==> src/design/perspective_project_4d_to_2d_unit_assert.svh <==
// ----------------------------------------------------------------------------
// Assertion macros for the perspective projection unit
// Clocked on i_clk, disabled while i_rst_n is low.
// ----------------------------------------------------------------------------
`ifndef PERSPECTIVE_PROJECT_4D_TO_2D_UNIT_ASSERT_SVH
`define PERSPECTIVE_PROJECT_4D_TO_2D_UNIT_ASSERT_SVH

// Same-cycle implication.
`define PPU_ASSERT_IMP(lbl, ante, cons, msg) \
    lbl: assert property (@(posedge i_clk) disable iff (!i_rst_n) (ante) |-> (cons)) \
        else $error(msg);

// Next-cycle implication.
`define PPU_ASSERT_NXT(lbl, ante, cons, msg) \
    lbl: assert property (@(posedge i_clk) disable iff (!i_rst_n) (ante) |=> (cons)) \
        else $error(msg);

`endif

==> src/design/ppu_pkg.sv <==
// ----------------------------------------------------------------------------
// ppu_pkg
// Shared constants and types of the perspective projection unit.
// ----------------------------------------------------------------------------
package ppu_pkg;

    localparam int COORD_WIDTH_DEF = 20;
    localparam int FRAC_BITS_DEF   = 8;

    // Stages of one projection lane beyond COORD_WIDTH: the top quotient bit,
    // entry, multiply, rounding add, overflow check, output.
    localparam int LANE_EXTRA = 6;

    localparam int CENTER_INIT = 50;
    localparam int CAM_W_INIT  = 50;
    localparam int CAM_Z_INIT  = 150;

    localparam int CFG_IDX_W = 2;

    typedef enum logic [CFG_IDX_W-1:0] {
        CFG_CENTER = 2'd0,
        CFG_CAM_W  = 2'd1,
        CFG_CAM_Z  = 2'd2
    } t_cfg_idx;

endpackage

==> src/design/ppu_lane.sv <==
// ----------------------------------------------------------------------------
// ppu_lane
// One perspective step for one coordinate: offset, scale product, restoring
// division one quotient bit per stage, clamp and add the centre back.
// ----------------------------------------------------------------------------
module ppu_lane #(
    parameter int W = ppu_pkg::COORD_WIDTH_DEF
) (
    input  logic                i_clk,
    input  logic                i_en,
    input  logic signed [W-1:0] i_v,
    input  logic signed [W-1:0] i_depth,
    input  logic signed [W-1:0] i_c,
    input  logic [W-2:0]        i_cam,
    output logic signed [W-1:0] o_res
);
    import ppu_pkg::*;

    localparam int L    = W + LANE_EXTRA;
    localparam int NW   = 2 * W;
    localparam int LAST = L - 2;
    localparam logic [W+1:0] LIM = {1'b1, {(W+1){1'b0}}};
    localparam logic signed [W+2:0] SMAX = {4'b0000, {(W-1){1'b1}}};
    localparam logic signed [W+2:0] SMIN = {4'b1111, {(W-1){1'b0}}};

    // entry stage
    logic [W:0]   off;
    logic         neg0;
    logic [W:0]   mag0;
    logic [W-2:0] cam1;
    logic         dpos;
    logic [W-1:0] x0;
    logic [W:0]   d0;

    always_comb begin
        off  = {i_v[W-1], i_v} - {i_c[W-1], i_c};
        neg0 = off[W];
        mag0 = neg0 ? (~off + (W+1)'(1)) : off;
        cam1 = (i_cam == '0) ? (W-1)'(1) : i_cam;
        dpos = !i_depth[W-1] && (i_depth != '0);
        x0   = dpos ? {1'b0, cam1} : (~i_depth + W'(1));
        d0   = dpos ? ({2'b00, cam1} + {1'b0, i_depth}) : {2'b00, cam1};
    end

    logic [W:0]    r_mag [0:LAST];
    logic          r_neg [0:LAST];
    logic          r_add [0:LAST];
    logic          r_ovf [0:LAST];
    logic [W:0]    r_d   [0:LAST];
    logic [NW-1:0] r_rem [0:LAST];
    logic [W:0]    r_q   [0:LAST];
    logic [W-1:0]  r_x0;
    logic signed [W-1:0] r_res;

    logic [NW:0]   prod;
    logic          ovf3;
    logic [NW:0]   dsh [0:LAST];
    logic          ge  [0:LAST];

    always_comb begin
        prod = (NW+1)'(r_mag[0] * r_x0);
        ovf3 = {2'b00, r_rem[2]} >= {r_d[2], (W+1)'(0)};
        for (int k = 0; k <= LAST; k++) begin
            if (k >= 4) begin
                dsh[k] = (NW+1)'(r_d[k-1]) << (LAST - k);
                ge[k]  = {1'b0, r_rem[k-1]} >= dsh[k];
            end else begin
                dsh[k] = '0;
                ge[k]  = 1'b0;
            end
        end
    end

    // output stage: add the magnitude back when depth was not positive, clamp, add the centre and saturate
    logic [W+1:0]        tq;
    logic [W+1:0]        tc;
    logic [W+2:0]        tce;
    logic signed [W+2:0] sm;
    logic signed [W-1:0] n_res;

    always_comb begin
        tq  = r_add[LAST] ? ({1'b0, r_mag[LAST]} + {1'b0, r_q[LAST]})
                          : {1'b0, r_q[LAST]};
        tc  = (r_ovf[LAST] || (tq > LIM)) ? LIM : tq;
        tce = {1'b0, tc};
        sm  = {{3{i_c[W-1]}}, i_c} + (r_neg[LAST] ? (~tce + (W+3)'(1)) : tce);
        if (sm > SMAX) begin
            n_res = SMAX[W-1:0];
        end else if (sm < SMIN) begin
            n_res = SMIN[W-1:0];
        end else begin
            n_res = sm[W-1:0];
        end
    end

    always_ff @(posedge i_clk) begin
        if (i_en) begin
            r_mag[0] <= mag0;
            r_neg[0] <= neg0;
            r_add[0] <= !dpos;
            r_ovf[0] <= 1'b0;
            r_d[0]   <= d0;
            r_rem[0] <= '0;
            r_q[0]   <= '0;
            r_x0     <= x0;
            for (int k = 1; k <= LAST; k++) begin
                r_mag[k] <= r_mag[k-1];
                r_neg[k] <= r_neg[k-1];
                r_add[k] <= r_add[k-1];
                r_d[k]   <= r_d[k-1];
                r_ovf[k] <= (k == 3) ? ovf3 : r_ovf[k-1];
                if (k == 1) begin
                    r_rem[k] <= prod[NW-1:0];
                end else if (k == 2) begin
                    r_rem[k] <= r_rem[k-1] + NW'(r_d[k-1] >> 1);
                end else if ((k >= 4) && ge[k]) begin
                    r_rem[k] <= r_rem[k-1] - dsh[k][NW-1:0];
                end else begin
                    r_rem[k] <= r_rem[k-1];
                end
                if (k >= 4) begin
                    r_q[k] <= {r_q[k-1][W-1:0], ge[k]};
                end else begin
                    r_q[k] <= r_q[k-1];
                end
            end
            r_res <= n_res;
        end
    end

    assign o_res = r_res;

endmodule

==> config.mk <==
export PLATFORM = sky130hd
export DESIGN_NAME = ppu_lane
export DESIGN_NICKNAME = d
export VERILOG_FILES = /design/src/design/perspective_project_4d_to_2d_unit_assert.svh /design/src/design/ppu_pkg.sv /design/src/design/ppu_lane.sv
export SDC_FILE = /design/constraint.sdc
export NUM_CORES = 2
export LEC_CHECK = 0
export BUFFER_PORTS_ARGS = -buffer_cell sky130_fd_sc_hd__buf_2
export CELL_PAD_IN_SITES_DETAIL_PLACEMENT = 1
export CELL_PAD_IN_SITES_GLOBAL_PLACEMENT = 1
export CORE_MARGIN = 2
export CORE_UTILIZATION = 57
export CTS_CLUSTER_DIAMETER = 100
export CTS_CLUSTER_SIZE = 24
export DETAILED_ROUTE_END_ITERATION = 16
export PLACE_DENSITY = 0.95
export SKIP_LAST_GASP = 1
export SLEW_MARGIN = 0
export SYNTH_ARGS = -nofsm -noshare
export SYNTH_HDL_FRONTEND = slang
export SYNTH_SLANG_ARGS = --single-unit
export TNS_END_PERCENT = 10
==> constraint.sdc <==
create_clock -name i_clk -period 11.5 [get_ports i_clk]
set_input_delay 0.575 -clock i_clk [delete_from_list [all_inputs] [get_ports i_clk]]
set_output_delay 0.575 -clock i_clk [all_outputs]
set_load 0.05 [all_outputs]
Yosys cells after proc, flatten, opt, wreduce, memory -nomap -nowiden
Memory sizes are Yosys's and may differ from the RTL's.
Index checks and enable logic that the tools add are counted.
{"block": "totals", "regBits": 40, "ramBits": 2650, "in_bits": 81, "elab_cells": 252, "n_memories": 7}
{"block": "op_classes", "n_addsub": 29, "multipliers": 1, "order_cmp": 25, "n_mux": 157, "bitwise": 24, "n_reduce_logical": 6}
{"memory": "r_rem", "words": 25, "word_bits": 40, "read_ports": 23, "rd_clocked_by_memory_dff": 0, "wr": 25, "line_no": "ppu_lane.sv:50", "rtl": "logic [NW-1:0] r_rem [0:LAST];"}
{"memory": "r_d", "words": 25, "word_bits": 21, "read_ports": 24, "rd_clocked_by_memory_dff": 0, "wr": 25, "line_no": "ppu_lane.sv:49", "rtl": "logic [W:0] r_d [0:LAST];"}
{"memory": "r_mag", "words": 25, "word_bits": 21, "read_ports": 25, "rd_clocked_by_memory_dff": 0, "wr": 25, "line_no": "ppu_lane.sv:45", "rtl": "logic [W:0] r_mag [0:LAST];"}
{"memory": "r_q", "words": 25, "word_bits": 21, "read_ports": 25, "rd_clocked_by_memory_dff": 0, "wr": 25, "line_no": "ppu_lane.sv:51", "rtl": "logic [W:0] r_q [0:LAST];"}
{"memory": "r_add", "words": 25, "word_bits": 1, "read_ports": 25, "rd_clocked_by_memory_dff": 0, "wr": 25, "line_no": "ppu_lane.sv:47", "rtl": "logic r_add [0:LAST];"}
{"memory": "r_neg", "words": 25, "word_bits": 1, "read_ports": 25, "rd_clocked_by_memory_dff": 0, "wr": 25, "line_no": "ppu_lane.sv:46", "rtl": "logic r_neg [0:LAST];"}
{"memory": "+1 memories"}
{"op": "2-to-1 mux 40 bit", "n": 21}
{"op": "2-to-1 mux 1 bit", "n": 128}
{"op": "subtractor 40 bit", "n": 2}
{"op": "2-to-1 mux 22 bit", "n": 2}
{"op": ">= comparator 40 x 42 -> 1 bit", "n": 1}
{"op": "2-to-1 mux 21 bit", "n": 2}
{"op": ">= comparator 40 x 41 -> 1 bit", "n": 1}
{"op": "adder 40 x 20 -> 40 bit", "n": 1}
{"op": ">= comparator 40 x 21 -> 1 bit", "n": 1}
{"op": ">= comparator 40 x 22 -> 1 bit", "n": 1}
{"op": ">= comparator 40 x 23 -> 1 bit", "n": 1}
{"op": ">= comparator 40 x 24 -> 1 bit", "n": 1}
{"op": ">= comparator 40 x 25 -> 1 bit", "n": 1}
{"op": ">= comparator 40 x 26 -> 1 bit", "n": 1}
{"op": ">= comparator 40 x 27 -> 1 bit", "n": 1}
{"op": ">= comparator 40 x 28 -> 1 bit", "n": 1}
{"op": ">= comparator 40 x 29 -> 1 bit", "n": 1}
{"op": ">= comparator 40 x 30 -> 1 bit", "n": 1}
{"op": ">= comparator 40 x 31 -> 1 bit", "n": 1}
{"op": ">= comparator 40 x 32 -> 1 bit", "n": 1}
{"op": ">= comparator 40 x 33 -> 1 bit", "n": 1}
{"op": ">= comparator 40 x 34 -> 1 bit", "n": 1}
{"op": ">= comparator 40 x 35 -> 1 bit", "n": 1}
{"op": ">= comparator 40 x 36 -> 1 bit", "n": 1}
{"op": "other kinds (46)", "n": 68}

Depth between registers and ports, before layout
An unclocked memory read counts as a cell.
{"block": "logic_depth", "ltp_word": 12, "mapped_depth": 36}

Worst setup path after synthesis
Ideal clock, no wire load.
{"block": "synth_timing", "path_kind": "register to register", "from": "reg r_x0[4]", "to": "mem r_rem[0][79] in the netlist's numbering (data pin)", "t_arrival_ps": 7277, "setup_slack_ps": 3964, "path_stages_with_launch": 25, "n_path_buf": 1, "period_less_slack_ps": 7536, "cell_sequence": "edfxtp_1 clkbuf_1 nand2_1 fa_1 inv_1 fa_1 fa_1 inv_1 fa_1 inv_1 fa_1 fa_1 fa_1 ha_1 a21o_1 a211o_1 o41ai_1 o31ai_1 a2111oi_2 o21ai_1 a21bo_1 a221o_1 a221o_1 a21oi_1 xnor2_1"}
{"element": "start: declaration", "line_no": "ppu_lane.sv:52", "rtl": "logic [W-1:0] r_x0;"}
{"element": "start signal: assignment", "line_no": "ppu_lane.sv:105", "rtl": "r_x0 <= x0;"}
{"element": "end: declaration", "line_no": "ppu_lane.sv:50"}

==> impl_metrics.csv <==
group,metric,value,unit
status,status,"complete, but fails checks",
status,failed_checks,"capacitance limit, slew limit",
setup_path,crit_path_max_incr_delay,740,ps
setup_path,critical_path.reg2reg.startpoint,"r_q[1][168]",
global_routing,globalRouteOverflowTotal,0,
layout,final-seq-area,0.06883,mm^2
floorplanning,boundaryPins,101,
layout,multi_input_comb_area,0.04587,mm^2
floorplanning,core_region_area,0.2089,mm^2
synth,synth_area_per_cell,12.49,um^2
synth,synthMostInstantiatedCell,"edfxtp_1",
cts,clock_insertion_delay_worst_skew,890,ps
timing,maxSlewViolCount,2,
cts,cts.hold.buffers_added,0,
synth,syn-num-nets,10730,
setup_path,timing_worst_setup_path_type,"reg2reg",
timing,finalSetupTns,0,ps
route,detail_route.drc_violations,0,
placement,gp_congestion,0.9627,
route,detail_route.wirelength,364.8,mm
timing,max_slew_margin,-0.04981,
synth,synth-edff-count,2292,
cts,cts_buffers,111,
setup_path,maximum_net_fanout_on_the_critical_path,22,
timing,worst_clock_skew,88.81,ps
setup_path,endpoint_of_the_most_critical_register_to_register_path,"o_res[13]",
global_routing,maximum_number_of_pins_on_one_net_before_global_route_repair,197,
synth,distinct_cell_type_count_after_synthesis,91,
timing,finalCriticalPeriod,9410,ps
global_routing,grt_pass1_vias,89580,
timing,setup_viol_count_final,0,
setup_path,timing.critical_path.required,12060,ps
floorplanning,die_width,461.9,um
timing,timing_limited_maximum_frequency,0.1063,GHz
setup_path,r2r_cells,31,
worst_hold_path,hold_path.class,"in2reg",
setup_path,critical_path.startpoint_type,"flop",
synth,mappedNetlistArea,0.1195,mm^2
synth,synth_seq_cells,2292,
worst_hold_path,worstHoldEndpoint,"r_d[0][6]",
route,wl_per_cell,29.32,um
setup_path,endpoint_kind,"flop",
layout,fraction_of_final_layout_cells_with_drive_strength_greater_than_1,0.04964,
timing,rsz0062_at_grt,"no",
floorplanning,initial_cell_density_of_the_core,0.5720,
route,firstDrtPassIters,6,
layout,num-nets-final,10760,
synth,synth_top_cells_by_count,"edfxtp_1, inv_1, nand2_1, ha_1, nor2_1",
job,cap_violations,1,
cts,post_cts_resized,0,
synth,synth.yosys.seq_area_share,0.5759,
setup_path,worst_case_register_to_register_setup_slack,2090,ps
route,drt_iter0_markers,8905,
worst_hold_path,hold-path-cell-count,3,
timing,fin_crit_sh,0.8183,
synth,yosysTopAreaCell,"edfxtp_1",
synth,async_flop_share,0,
setup_path,worstSetupStartpoint,"r_q[1][168]",
synth,yosysWarningCount,0,
route,residual_antenna_violating_net_count_after_detailed_routing,0,
worst_hold_path,timing.hold.worst.start,"i_cam[6]",
timing,timing.final.hold_violations,0,
global_routing,grt_use_total,0.3415,
setup_path,arrival,9970,ps
placement,count_of_buffers_from_port_buffering,100,
cts,worst_setup_hold_path_clk_slew,100,ps
synth,synth.top_cells.by_area,"edfxtp_1, ha_1, fa_1",
cts,ctsHtreeMaxLevel,3,
cts,cts_setup_buffers,0,
timing,hold-worst-slack,130.3,ps
placement,hpwl,254.9,mm
global_routing,antenna_found_initial,17,
cts,clockBufferDepth,3,
layout,number_of_filler_cells_placed_in_the_layout,20590,
cts,tritoncts,"done",
route,routed-via-count,81130,
route,dr_vias_cell,6.520,
floorplanning,die_y,461.9,um
cts,clock_sink_count,2292,
floorplanning,core.rowCount,168,
synth,synth_cells,9571,
timing,worst_slew_pin_slew,1553,ps
layout,area_growth,5.750,%
floorplanning,design.die.area,0.2133,mm^2
synth,post-synth-top-area-fraction,0.5759,
global_routing,global_route_wire_length_before_repair,550.8,mm
synth,primary_ff_master_synth,"edfxtp_1",
cts,ctsRootBufferMaster,"clkbuf_16",
setup_path,cp_slowest_cell,"o41a_1",
==> cell usage in the layout, fill, tap and decap left out, types with 86 or more instances in the layout <==
cell / n
nor2_1: 558
edfxtp_1: 2292
clkbuf_16: 111
fa_1: 362
nor4_1: 88
and2_1: 175
buf_2: 99
nand3_1: 145
xor2_1: 267
a21oi_1: 506
nor3_1: 172
ha_1: 714
a21o_1: 214
inv_1: 1038
nand2_1: 774
mux2_2: 98
xnor2_1: 395
o21ai_0: 393
nand2b_1: 86
==> critical path: cells and delay by family, from the launching register on <==
family,cells,cell delay [ps]
simple gates,11,2760
xor+xnor,3,710
buf+inv,2,380
flops,1,410
compound gates,11,3480
fa+ha+maj,4,1310
==> per-stage QoR <==
| step | instances | setup WS [ps] | instance area [um^2] | util |
|---|---|---|---|---|
| 6_report | 12440 | 2090 | 126400 | 0.6049 |
| 5_1_grt | 12440 | 1770 | 126400 | 0.6048 |
| 4_1_cts | 12440 | 2427 | 126400 | 0.6048 |
| 3_5_place_dp | 12300 | 2560 | 123100 | 0.5893 |
| 3_3_place_gp | 12300 | 3238 | 123100 | 0.5893 |
| 2_1_floorplan | 9571 | 3964 | 119500 | - |
==> cells by family after synthesis <==
group,count (synthesis),synth area share
AOI/OAI and AO/OA,1675,0.08797
xor gates and xnor gates,662,0.04852
adders and majority gates,1076,0.1354
buffers and inverters,1283,0.04050
DFF,2292,0.5759
muxes,132,0.01209
other,1,0.00003138
and+or+nand+nor,2450,0.09959
==> registers in the layout, indices dropped and copies added (netlist names) <==
| signal | cells |
|---|---|
| r_mag | 525 |
| o_res | 20 |
| r_q | 231 |
| r_rem | 920 |
| r_neg | 25 |
| r_add | 25 |
| r_ovf | 22 |
| r_d | 504 |
| r_x0 | 20 |
==> worst max path at each step <==
| stage | depth (start not counted) | slack (ps) | end |
|---|---|---|---|
| 2_1_floorplan | 24 | 3960 | r_rem[0][79] |
| 3_3_place_gp | 23 | 3240 | r_rem[0][79] |
| 3_5_place_dp | 31 | 2560 | o_res[11] |
| 4_1_cts | 31 | 2430 | o_res[13] |
| 5_1_grt | 31 | 1770 | o_res[13] |
| 6_report | 31 | 2090 | o_res[13] |
==> metal layers <==
metal | track usage | vias to the layer above | part of all wire
met5 | 0 | - | 0.00021
met4 | 0.2615 | 10 | 0.092
met3 | 0.05964 | 1882 | 0.066
met2 | 0.6077 | 4579 | 0.51
met1 | 0.3590 | 40590 | 0.33
li1 | - | 34070 | -
==> area by class of cell <==
type / instances / share of cell area
clock inverter: 28 / 0.003475
antenna: 8 / 0.0001584
timing repair buffer: 162 / 0.008158
sequential: 2292 / 0.5446
clock buffer: 112 / 0.02201
tap: 2805 / 0.02777
multi-input combinational: 5996 / 0.3629
inverter: 1040 / 0.03089
Power is left out: the tool's default activity adds up to more than one toggle a clock period on the data nets, which glitch-free logic cannot reach.
