[src/design/perspective_project_4d_to_2d_unit_assert.svh]
// ----------------------------------------------------------------------------
// Assertion macros for the perspective projection unit
// Clocked on i_clk, disabled while i_rst_n is low.
// ----------------------------------------------------------------------------
`ifndef PERSPECTIVE_PROJECT_4D_TO_2D_UNIT_ASSERT_SVH
`define PERSPECTIVE_PROJECT_4D_TO_2D_UNIT_ASSERT_SVH

// Same-cycle implication.
`define PPU_ASSERT_IMP(lbl, ante, cons, msg) \
    lbl: assert property (@(posedge i_clk) disable iff (!i_rst_n) (ante) |-> (cons)) \
        else $error(msg);

// Next-cycle implication.
`define PPU_ASSERT_NXT(lbl, ante, cons, msg) \
    lbl: assert property (@(posedge i_clk) disable iff (!i_rst_n) (ante) |=> (cons)) \
        else $error(msg);

`endif

[src/design/ppu_pkg.sv]
// ----------------------------------------------------------------------------
// ppu_pkg
// Shared constants and types of the perspective projection unit.
// ----------------------------------------------------------------------------
package ppu_pkg;

    localparam int COORD_WIDTH_DEF = 20;
    localparam int FRAC_BITS_DEF   = 8;

    // Stages of one projection lane beyond COORD_WIDTH: the top quotient bit,
    // entry, multiply, rounding add, overflow check, output.
    localparam int LANE_EXTRA = 6;

    localparam int CENTER_INIT = 50;
    localparam int CAM_W_INIT  = 50;
    localparam int CAM_Z_INIT  = 150;

    localparam int CFG_IDX_W = 2;

    typedef enum logic [CFG_IDX_W-1:0] {
        CFG_CENTER = 2'd0,
        CFG_CAM_W  = 2'd1,
        CFG_CAM_Z  = 2'd2
    } t_cfg_idx;

endpackage

[src/design/ppu_scr_if.sv]
// ----------------------------------------------------------------------------
// ppu_scr_if
// Screen position output channel: valid/ready plus x and y.
// ----------------------------------------------------------------------------
interface ppu_scr_if #(
    parameter int W = ppu_pkg::COORD_WIDTH_DEF
);
    logic                valid;
    logic                ready;
    logic signed [W-1:0] screen_x;
    logic signed [W-1:0] screen_y;

    modport source (output valid, output screen_x, output screen_y, input ready);
    modport sink   (input valid, input screen_x, input screen_y, output ready);
endinterface

[src/design/ppu_ctrl.sv]
// ----------------------------------------------------------------------------
// ppu_ctrl
// Pipeline valid bits, global advance and a two-entry output buffer.
// ----------------------------------------------------------------------------
`include "perspective_project_4d_to_2d_unit_assert.svh"

module ppu_ctrl #(
    parameter int W = ppu_pkg::COORD_WIDTH_DEF,
    parameter int N = 2 * (ppu_pkg::COORD_WIDTH_DEF + ppu_pkg::LANE_EXTRA)
) (
    input  logic                i_clk,
    input  logic                i_rst_n,
    input  logic                i_in_valid,
    output logic                o_en,
    input  logic signed [W-1:0] i_res_x,
    input  logic signed [W-1:0] i_res_y,
    ppu_scr_if.source           o_scr
);
    import ppu_pkg::*;

    logic [N-1:0]        r_vld;
    logic [1:0]          r_cnt;
    logic                r_wp;
    logic                r_rp;
    logic signed [W-1:0] r_bx [0:1];
    logic signed [W-1:0] r_by [0:1];

    logic       en;
    logic       push;
    logic       pop;
    logic [1:0] n_cnt;

    // advance unless the buffer is full, stays full and a result is waiting
    assign en    = (r_cnt != 2'd2) || o_scr.ready || !r_vld[N-1];
    assign push  = en && r_vld[N-1];
    assign pop   = (r_cnt != 2'd0) && o_scr.ready;
    assign n_cnt = r_cnt + {1'b0, push} - {1'b0, pop};
    assign o_en  = en;

    always_ff @(posedge i_clk) begin
        if (!i_rst_n) begin
            r_vld <= '0;
            r_cnt <= 2'd0;
            r_wp  <= 1'b0;
            r_rp  <= 1'b0;
        end else begin
            if (en) begin
                r_vld <= {r_vld[N-2:0], i_in_valid};
            end
            if (push) begin
                r_wp <= ~r_wp;
            end
            if (pop) begin
                r_rp <= ~r_rp;
            end
            r_cnt <= n_cnt;
        end
    end

    always_ff @(posedge i_clk) begin
        if (push) begin
            r_bx[r_wp] <= i_res_x;
            r_by[r_wp] <= i_res_y;
        end
    end

    assign o_scr.valid    = (r_cnt != 2'd0);
    assign o_scr.screen_x = r_bx[r_rp];
    assign o_scr.screen_y = r_by[r_rp];

    `PPU_ASSERT_IMP(a_no_overflow, (r_cnt == 2'd2) && !o_scr.ready && r_vld[N-1], !en, "buffer overrun")
    `PPU_ASSERT_IMP(a_cnt_range, 1'b1, r_cnt != 2'd3, "buffer count out of range")
    `PPU_ASSERT_NXT(a_cnt_inc, push && !pop, r_cnt == $past(r_cnt) + 2'd1, "push not counted")
    `PPU_ASSERT_NXT(a_last_hold, r_vld[N-1] && !en, r_vld[N-1], "stalled result lost")

endmodule

[src/flat_wrapper.sv]
// flat-port wrapper written by rule: the top's interface ports become plain ports
module ppu_ctrl_flat import ppu_pkg::*;
#(
    parameter int W = ppu_pkg::COORD_WIDTH_DEF,
    parameter int N = 2 * (ppu_pkg::COORD_WIDTH_DEF + ppu_pkg::LANE_EXTRA)
)
  (i_clk, i_rst_n, i_in_valid, o_en, i_res_x, i_res_y, o_scr_valid, o_scr_screen_x, o_scr_screen_y, o_scr_ready);
  ppu_scr_if #(.W(W)) o_scr_i ();
  input  logic i_clk;
  input  logic i_rst_n;
  input  logic i_in_valid;
  output logic o_en;
  input  logic signed [W-1:0] i_res_x;
  input  logic signed [W-1:0] i_res_y;
  output wire logic [$bits(o_scr_i.valid)-1:0] o_scr_valid;
  output wire logic [$bits(o_scr_i.screen_x)-1:0] o_scr_screen_x;
  output wire logic [$bits(o_scr_i.screen_y)-1:0] o_scr_screen_y;
  input wire logic [$bits(o_scr_i.ready)-1:0] o_scr_ready;
  assign o_scr_valid = o_scr_i.valid;
  assign o_scr_screen_x = o_scr_i.screen_x;
  assign o_scr_screen_y = o_scr_i.screen_y;
  assign o_scr_i.ready = o_scr_ready;
  ppu_ctrl #(.W(W), .N(N)) u_core (.i_clk(i_clk), .i_rst_n(i_rst_n), .i_in_valid(i_in_valid), .o_en(o_en), .i_res_x(i_res_x), .i_res_y(i_res_y), .o_scr(o_scr_i));
endmodule
[config.mk]
export PLATFORM = sky130hd
export DESIGN_NAME = ppu_ctrl_flat
export DESIGN_NICKNAME = d
export VERILOG_FILES = /design/src/design/ppu_pkg.sv /design/src/design/ppu_scr_if.sv /design/src/design/ppu_ctrl.sv /design/src/flat_wrapper.sv
export VERILOG_INCLUDE_DIRS = /design/src /design/src/design
export SDC_FILE = /design/constraint.sdc
export NUM_CORES = 1
export LEC_CHECK = 0
export BUFFER_PORTS_ARGS = -buffer_cell sky130_fd_sc_hd__buf_2
export CAP_MARGIN = 30
export CORE_MARGIN = 2
export CORE_UTILIZATION = 55
export DETAILED_ROUTE_END_ITERATION = 7
export GPL_TIMING_DRIVEN = 0
export MAX_ROUTING_LAYER = met4
export PLACE_DENSITY = 0.78
export SLEW_MARGIN = 20
export SYNTH_ARGS = -nofsm -noshare
export SYNTH_HDL_FRONTEND = slang
export SYNTH_SLANG_ARGS = --single-unit
[constraint.sdc]
create_clock -name i_clk -period 4.2 [get_ports i_clk]
set_input_delay 0.84 -clock i_clk [delete_from_list [all_inputs] [get_ports i_clk]]
set_output_delay 0.84 -clock i_clk [all_outputs]
set_load 0.005 [all_outputs]
[Word level (Yosys, flattened, before mapping)]
Memories as Yosys holds them, arrays and structs flattened. A register that Yosys moved wholly into a read port is not among the register bits.
Index checks and enable logic that the tools add are counted.
Storage, ports and cells
  word-level logic and storage cells: 23
  input port bits: 44
  register bits: 56
  memories: 2
  output and inout port bits: 42
  memory bits (writable): 80
Operators by class
  reduce and logical (&&, ||, !) cells: 6
  muxes and demuxes: 6
  add/sub/neg operators: 2
  eq/ne operators: 1
  bitwise operators: 2
Memory list
  u_core.r_bx: depth 2, bits a word 20, rd ports 1, clocked after Yosys merged registers in 1, wr ports 1, RTL line ppu_ctrl.sv:25  | logic signed [W-1:0] r_bx [0:1];
  u_core.r_by: depth 2, bits a word 20, rd ports 1, clocked after Yosys merged registers in 1, wr ports 1, RTL line ppu_ctrl.sv:26  | logic signed [W-1:0] r_by [0:1];
Operator list (count)
  1-bit two-way mux: 6
  2-bit by 1-bit adder with 2-bit output: 1
  1-bit logical AND: 2
  1-bit logical OR: 2
  2-bit != test, second input constant: 1
  1-bit NOT: 2
  2-bit nonzero test: 1
  2-bit by 1-bit subtractor with 2-bit output: 1
  1-bit zero test: 1

[Logic depth before layout (Yosys ltp)]
Gate-level depths: netlist of run 1.
  depth after elaboration: 6
  mapped depth: 7

[Least setup slack after synthesis of run 1]
Ideal clock, no wire load.
  kind: input to register
  from: input o_scr_ready
  to: memory u_core.r_bx[0][0] in the netlist's numbering, enable pin
  path buffers: 0
  setup time: 442 ps
  required time: 3758 ps
  path slack: 818 ps
  cell stages on the path: 3
  arrival: 2940 ps
  cell sequence: nor3b_1 nor2b_1 nor2b_1
On the way
  longest elaborated chain between the ends: 5
RTL lines
  start: declaration: RTL line flat_wrapper.sv:18  | input wire logic [$bits(o_scr_i.ready)-1:0] o_scr_ready;
  1-bit logical OR (2 in series): RTL line ppu_ctrl.sv:34  | assign en = (r_cnt != 2'd2) || o_scr.ready || !r_vld[N-1];
  1-bit logical AND: RTL line ppu_ctrl.sv:35  | assign push = en && r_vld[N-1];
  1-bit two-way mux: RTL line ppu_ctrl.sv:61  | if (push) begin
  1-bit two-way mux (implied by the code): RTL line ppu_ctrl.sv:62  | r_bx[r_wp] <= i_res_x;
  end: declaration: RTL line ppu_ctrl.sv:25
Every way passes these cells.

[Worst setup path in the final report of run 1]
  from: input o_scr_ready
  to: output o_en
On the way
  longest elaborated chain between the ends: 2
RTL lines
  1-bit logical OR (2 in series): RTL line ppu_ctrl.sv:34
  end: declaration: RTL line flat_wrapper.sv:12  | output logic o_en;
Every way passes these cells.

==> results.sh, run 1 <==
export IMPL_viasPerCell=5.42
export IMPL_p_leak_nw=2.30
export IMPL_power_density_mw_per_mm2=487
export IMPL_hold_violations=0
export IMPL_grt_pass1_vias=3132
export IMPL_synth_largest_type_area_fraction=0.477
export IMPL_cp_endpoint="o_en"
export IMPL_cp_data_required_time_ns=3.36
export IMPL_finalSetupTns_ns=0
export IMPL_power_frac_clock=0.482
export IMPL_yosys_warnings=0
export IMPL_cp_depth=6
export IMPL_core_area_mm2=0.00881
export IMPL_synth_cell_type_count=32
export IMPL_worst_setup_path_type="in -> out"
export IMPL_setup_viol=0
export IMPL_overflow=0
export IMPL_hold_buffers=0
export IMPL_r2r_end="u_core.r_bx[0][1]$_DFFE_PP_"
export IMPL_max_clock_freq_mhz=388
export IMPL_n_fill_cell=580
export IMPL_post_synth_top_area_cell="edfxtp_1"
export IMPL_power_switching_mw=0.626
export IMPL_cp_max_fo=10
export IMPL_clkSlewWorstSetupHoldPaths_ns=0.06
export IMPL_pwr_share_comb=0.049
export IMPL_clkSinkCount=137
export IMPL_synth_edff_count=80
export IMPL_ios=86
export IMPL_ir_drop_v=0.000312
export IMPL_rsz0062_at_grt="no"
export IMPL_synth_common_cells="80 x edfxtp_1, 57 x dfxtp_1, 40 x mux2_2, 29 x o21ai_1, 27 x nand2_1"
export IMPL_clk_path_buf_depth=2
export IMPL_ys_ff_latch=137
export IMPL_worstSetupStartpoint="o_scr_ready"
export IMPL_slew_headroom=0.568
export IMPL_drtIter0Drc=149
export IMPL_grt_antenna_before_repair=0
export IMPL_grt_usage=0.203
export IMPL_hold_slack_ns=0.455
export IMPL_hpwl_um=6040
export IMPL_crit_family="buffers and inverters"
export IMPL_worst_slew_pin_slew_ns=0.647
export IMPL_cts_made_buffers=17
export IMPL_clk_latency_ns=0.51
export IMPL_drive_gt1_frac=0.408
export IMPL_cts_tree="yes"
export IMPL_seqPwrFrac=0.469
export IMPL_synth_async_sr_flop_share=0
export IMPL_chipHeight_um=99.7
export IMPL_critPathBufInv=5
export IMPL_drv_cap=0
export IMPL_syn_inst=355
export IMPL_drc_errors=0
export IMPL_syn_area_mm2=0.00504
export IMPL_die_area_mm2=0.00994
export IMPL_arrival_ns=1.74
export IMPL_dr_pass1_iters=4
export IMPL_initial_core_util=0.572
export IMPL_max_stage_delay_ns=0.26
export IMPL_ant_nets=0
export IMPL_die_w_um=99.7
export IMPL_rows=34
export IMPL_cts_setup_buffers=0
export IMPL_period_share=0.614
export IMPL_root_buffer="clkbuf_8"
export IMPL_grt_pass1_wl_um=14900
export IMPL_rr_worst_depth=4
export IMPL_totalWireLength_um=9340
export IMPL_syn_num_nets=401
export IMPL_synth_most_common_cell="edfxtp_1"
export IMPL_crit_chain="buf_2 -> and4bb_1 -> buf_6 -> inv_2 -> buf_4 -> buf_2"
export IMPL_synthToLayoutAreaGrowth_pct=24.3
export IMPL_slowest_stage="and4bb_1"
export IMPL_drv_slew=0
export IMPL_synthFlopType="edfxtp_1"
export IMPL_swShare=0.205
export IMPL_period_needed_ns=2.58
export IMPL_finalClockSkew_ns=0.00713
export IMPL_path_common_cell="buf_2"
export IMPL_synth_seq_area_share=0.703
export IMPL_timing_rr_start="u_core.r_cnt[1]$_SDFF_PN0_"
export IMPL_routabilityCongestion=0.757
export IMPL_synth_area_top_cells="edfxtp_1 48%, dfxtp_1 23%, mux2_2 8.9%"
export IMPL_internal_power_mw=2.43
export IMPL_htree_levels=4
export IMPL_status="complete, no violations"
export IMPL_end_kind="output pin"
export IMPL_route_detailed_wl_per_inst_um=16.0
export IMPL_grt_max_degree=22
export IMPL_numPortBuffers=84
export IMPL_syn_area_per_cell_um2=14.2
export IMPL_r2r_setup_slack_ns=2.24
export IMPL_hold_path_class="reg -> reg"
export IMPL_min_delay_start="u_core.r_vld[0]$_SDFFE_PN0P_"
export IMPL_post_cts_resized=0
export IMPL_final_net_count=506
export IMPL_startpoint_type="primary input"
export IMPL_num_vias=3155
-- layout make-up --
type	count	area (um^2)	area share
antenna	1	2.50	0.000400
buffer	24	155	0.0248
clock buffer	18	428	0.0683
clock inverter	14	173	0.0276
inverter	4	15.0	0.00240
multi-input combinational	190	1330	0.213
sequential	137	3540	0.566
tap	108	135	0.0216
timing repair buffer	86	475	0.0759
-- worst min-delay path by stage --
stage                                         end  slack, ns  cells after the start
finish               u_core.r_vld[0]$_SDFFE_PN0P_       0.45                      2
global route        u_core.r_vld[31]$_SDFFE_PN0P_       0.48                      2
CTS                  u_core.r_vld[0]$_SDFFE_PN0P_       0.45                      2
detailed placement   u_core.r_vld[0]$_SDFFE_PN0P_       0.44                      2
global placement    u_core.r_vld[50]$_SDFFE_PN0P_       0.44                      2
floorplan            u_core.r_vld[0]$_SDFFE_PN0P_       0.43                      2
-- logic make-up (layout without fill, tap and decap cells) --
kind of cell,after synthesis,count (layout),synth area share
and+or+nand+nor,93,93,0.104
xor gates and xnor gates,2,2,0.00348
AOI/OAI and AO/OA,52,52,0.0596
adders and majority gates,2,2,0.00497
other,0,1,0
DFF,137,137,0.703
buffers and inverters,28,146,0.0338
muxes,41,41,0.0914
-- per-stage QoR --
step	std cells	power, mW	cell area [um^2]	utilization	setup WS (ns)
global placement	547	1.60	5590	0.635	-0.266
detailed placement	549	1.61	5660	0.643	1.63
CTS	581	3.08	6260	0.711	1.61
floorplan	355	1.54	5040	-	0.818
finish	582	3.05	6260	0.711	1.62
global route	581	3.15	6260	0.711	1.55
-- state kept, by name, indices dropped and copies added (netlist names), named ones only --
signal,flops
u_core.r_vld,52
u_core.r_bx,40
u_core.r_by,40
u_core.r_cnt,2
u_core.r_rp,1
u_core.r_wp,1
-- power groups by stage --
stage / Combinational [mW] / Clock, mW / Sequential (mW)
CTS: 0.152 / 1.50 / 1.43
finish: 0.150 / 1.47 / 1.43
global route: 0.165 / 1.55 / 1.43
detailed placement: 0.151 / 0 / 1.46
floorplan: 0.0845 / 0 / 1.46
global placement: 0.146 / 0 / 1.46
-- worst register-to-register path: stages, from the launching register on --
cell     delay, ns
dfxtp_1       0.34
nor3b_1       0.15
nor2b_1       0.28
nor2b_4       0.63
buf_16        0.25
-- routing by layer --
layer / track usage / wire length (um)
met1: 0.229 / 3750
met2: 0.331 / 4720
met3: 0.0885 / 762
met4: 0.0590 / 103
met5: - / 0
-- cells in the final DEF (no fill, tap or decap), types with 2 or more instances in the layout --
cell        count
buf_2          96
inv_6           2
dfxtp_1        57
ha_1            2
clkinv_4        4
nand3b_1       25
clkbuf_8        2
nand3_1        23
o21ai_0        12
inv_1           3
nand3_2         3
nor2_1          5
clkbuf_16      16
o21ai_2        10
o21ai_1        29
mux2_2         40
buf_16          2
clkinvlp_4      3
buf_4           3
and2_1          2
edfxtp_1       80
buf_6           2
bufinv_16       3
clkinv_1        2
buf_8           2
nand2_1        27
clkbuf_1        3
(Power assumes the default switching activity.)
==> inputs of run 2 (changes only) <==
ABC_AREA = 1   (was not set)
CORE_UTILIZATION = 51   (was 55)
PLACE_DENSITY = 0.76   (was 0.78)
clock period = 2.3 ns   (was 4.2 ns; I/O delays follow)
==> run 2 against run 1 <==
Non-clock buffer count rose by 8. Total power rose by 86%. Routed wire length rose by 11%. Sequential power rose by 83%. Highest routed layer unchanged.
==> results.sh, run 2 <==
export IMPL_syn_area_mm2=0.00548
export IMPL_ys_ff_latch=137
export IMPL_rr_worst_depth=5
export IMPL_max_clock_freq_mhz=468
export IMPL_synthFlopType="edfxtp_1"
export IMPL_route_detailed_wl_per_inst_um=13.7
export IMPL_postLayoutCoreUtil=0.647
export IMPL_synth_common_cells="108 x nor2_1, 80 x edfxtp_1, 59 x nand2_1, 58 x inv_1, 57 x dfxtp_1"
export IMPL_routabilityCongestion=0.757
export IMPL_root_buffer="clkbuf_8"
export IMPL_dp_slack_ns=0.364
export IMPL_syn_num_nets=545
export IMPL_layout_commonest_cell="nor2_1"
export IMPL_largest_reg_flops=52
export IMPL_synth_area_top_cells="edfxtp_1 44%, dfxtp_1 21%, mux2_2 8.2%"
export IMPL_core_area_mm2=0.0104
export IMPL_max_stage_delay_ns=0.38
export IMPL_slew_headroom=0.664
export IMPL_status="complete, no violations"
export IMPL_post_cts_resized=0
export IMPL_grt_pass1_vias=3667
export IMPL_final_net_count=650
export IMPL_worst_setup_path_type="reg -> out"
export IMPL_drv_slew=0
export IMPL_cp_depth=3
export IMPL_drive_gt1_frac=0.312
export IMPL_synth_largest_type_area_fraction=0.439
export IMPL_num_vias=3792
export IMPL_final_cell_mix="107 x nor2_1, 105 x buf_2, 80 x edfxtp_1, 59 x nand2_1"
export IMPL_finalSetupTns_ns=0
export IMPL_ios=86
export IMPL_hold_depth=1
export IMPL_grt_usage=0.194
export IMPL_drv_cap=0
export IMPL_clk_latency_ns=0.51
export IMPL_die_area_mm2=0.0116
export IMPL_post_synth_top_area_cell="edfxtp_1"
export IMPL_top_register="u_core.r_vld"
export IMPL_totalWireLength_um=10300
export IMPL_rsz0062_at_grt="no"
export IMPL_chipHeight_um=108
export IMPL_setup_viol=0
export IMPL_cts_made_buffers=17
export IMPL_cp_max_fo=10
export IMPL_clkSinkCount=137
export IMPL_n_fill_cell=788
export IMPL_startpoint_type="register"
export IMPL_drtIter0Drc=241
export IMPL_clkSlewWorstSetupHoldPaths_ns=0.06
export IMPL_synth_most_common_cell="nor2_1"
export IMPL_synth_edff_count=80
export IMPL_finalClockSkew_ns=0.00401
export IMPL_slowest_stage="dfxtp_1"
export IMPL_rows=37
export IMPL_period_share=0.929
export IMPL_syn_area_per_cell_um2=11.0
export IMPL_cp_data_required_time_ns=1.84
export IMPL_worst_slew_pin_slew_ns=0.503
export IMPL_total_power_mw=5.67
export IMPL_die_w_um=108
export IMPL_critPathBufInv=2
export IMPL_crit_chain="buf_2 -> mux2_2 -> buf_2"
export IMPL_hold_violations=0
export IMPL_htree_levels=4
export IMPL_synth_seq_area_share=0.647
export IMPL_end_kind="output pin"
export IMPL_grt_max_degree=27
export IMPL_largestRegisters="u_core.r_vld (52), u_core.r_bx (40), u_core.r_by (40)"
export IMPL_final_seq_area_mm2=0.00354
export IMPL_grt_antenna_before_repair=0
export IMPL_syn_inst=499
export IMPL_power_density_mw_per_mm2=846
export IMPL_path_common_cell="buf_2"
export IMPL_synth_cell_type_count=19
export IMPL_hold_path_class="in -> reg"
export IMPL_synth_async_sr_flop_share=0
export IMPL_hold_buffers=0
export IMPL_crit_family="buffers and inverters"
export IMPL_grt_pass1_wl_um=17000
export IMPL_cts_tree="yes"
export IMPL_multiInputGateArea_mm2=0.00151
export IMPL_hpwl_um=6640
export IMPL_design_area_mm2=0.00671
export IMPL_ir_drop_v=0.000554
export IMPL_synthToLayoutAreaGrowth_pct=22.5
export IMPL_arrival_ns=1.68
export IMPL_drc_errors=0
export IMPL_cts_setup_buffers=0
export IMPL_overflow=0
export IMPL_p_leak_nw=2.55
export IMPL_clk_path_buf_depth=2
export IMPL_yosys_warnings=0
export IMPL_numPortBuffers=84
export IMPL_viasPerCell=5.04
export IMPL_post_dp_cell_area_mm2=0.00611
export IMPL_ant_nets=0
export IMPL_dr_pass1_iters=5
export IMPL_period_needed_ns=2.14
export IMPL_antennaDiodeCount=0
export IMPL_initial_core_util=0.528
export IMPL_setup_ws_ns=0.164
## run 2: cell count changes after synthesis, moves of 6 or more
| cell | previous run | this run |
|---|---|---|
| nor2_1 | 5 | 108 |
| inv_1 | 3 | 58 |
| nand4_1 | 0 | 51 |
| nand2_1 | 27 | 59 |
| o21ai_1 | 29 | 0 |
| nand3b_1 | 25 | 0 |
| nand3_1 | 23 | 3 |
| o21ai_0 | 12 | 0 |
| o21ai_2 | 10 | 0 |
| buf_2 | 12 | 21 |
| buf_6 | 2 | 8 |
## run 2: stage by stage
| stage | hold WS, ns | std cells |
|---|---|---|
| finish | 0.134 | 752 |
| floorplan | 0.435 | 499 |
| global placement | 0.447 | 719 |
| global route | 0.100 | 752 |
| CTS | 0.106 | 752 |
| detailed placement | 0.447 | 721 |
## run 2: metal layers
| layer | global-route usage | vias up | wire length, um |
|---|---|---|---|
| li1 | - | 1869 | - |
| met1 | 0.242 | 1793 | 4560 |
| met2 | 0.304 | 114 | 4990 |
| met3 | 0.0599 | 16 | 620 |
| met4 | 0.0614 | 0 | 154 |
| met5 | - | - | 0 |
## run 2: cell families after synthesis
kind of cell,count (synthesis),share of synthesized area
AO/OA/AOI/OAI,4,0.00411
multiplexers,40,0.0822
AND/OR/NAND/NOR,225,0.183
flip-flops,137,0.647
adder cells (fa/ha/maj),2,0.00457
buffers and inverters,91,0.0795
## run 2: area by class of cell
type                            instances  share of cell area
Tap cell                              136              0.0254
Sequential cell                       137               0.528
Clock buffer                           17              0.0617
Buffer                                 32              0.0319
Timing Repair Buffer                   86              0.0686
Clock inverter                         14              0.0269
Inverter                               59              0.0330
Multi-Input combinational cell        271               0.224
## run 2: report_power, final
part / switching (mW) / total [mW] / internal (mW)
Combinational: 0.190 / 0.352 / 0.162
Sequential: 0.00789 / 2.61 / 2.60
Clock: 0.971 / 2.71 / 1.74
Total: 1.17 / 5.67 / 4.51
## run 2: worst paths after layout
kind | from | end | slack (ns)
worst min-delay path | i_res_x[15] | u_core.r_bx[0][15]$_DFFE_PP_ | 0.13
worst max register to register | u_core.r_vld[51]$_SDFFE_PN0P_ | u_core.r_by[0][10]$_DFFE_PP_ | 0.37
worst min register to register | u_core.r_vld[50]$_SDFFE_PN0P_ | u_core.r_vld[51]$_SDFFE_PN0P_ | 0.46
worst max-delay path | register | o_scr_screen_x[2] | 0.16
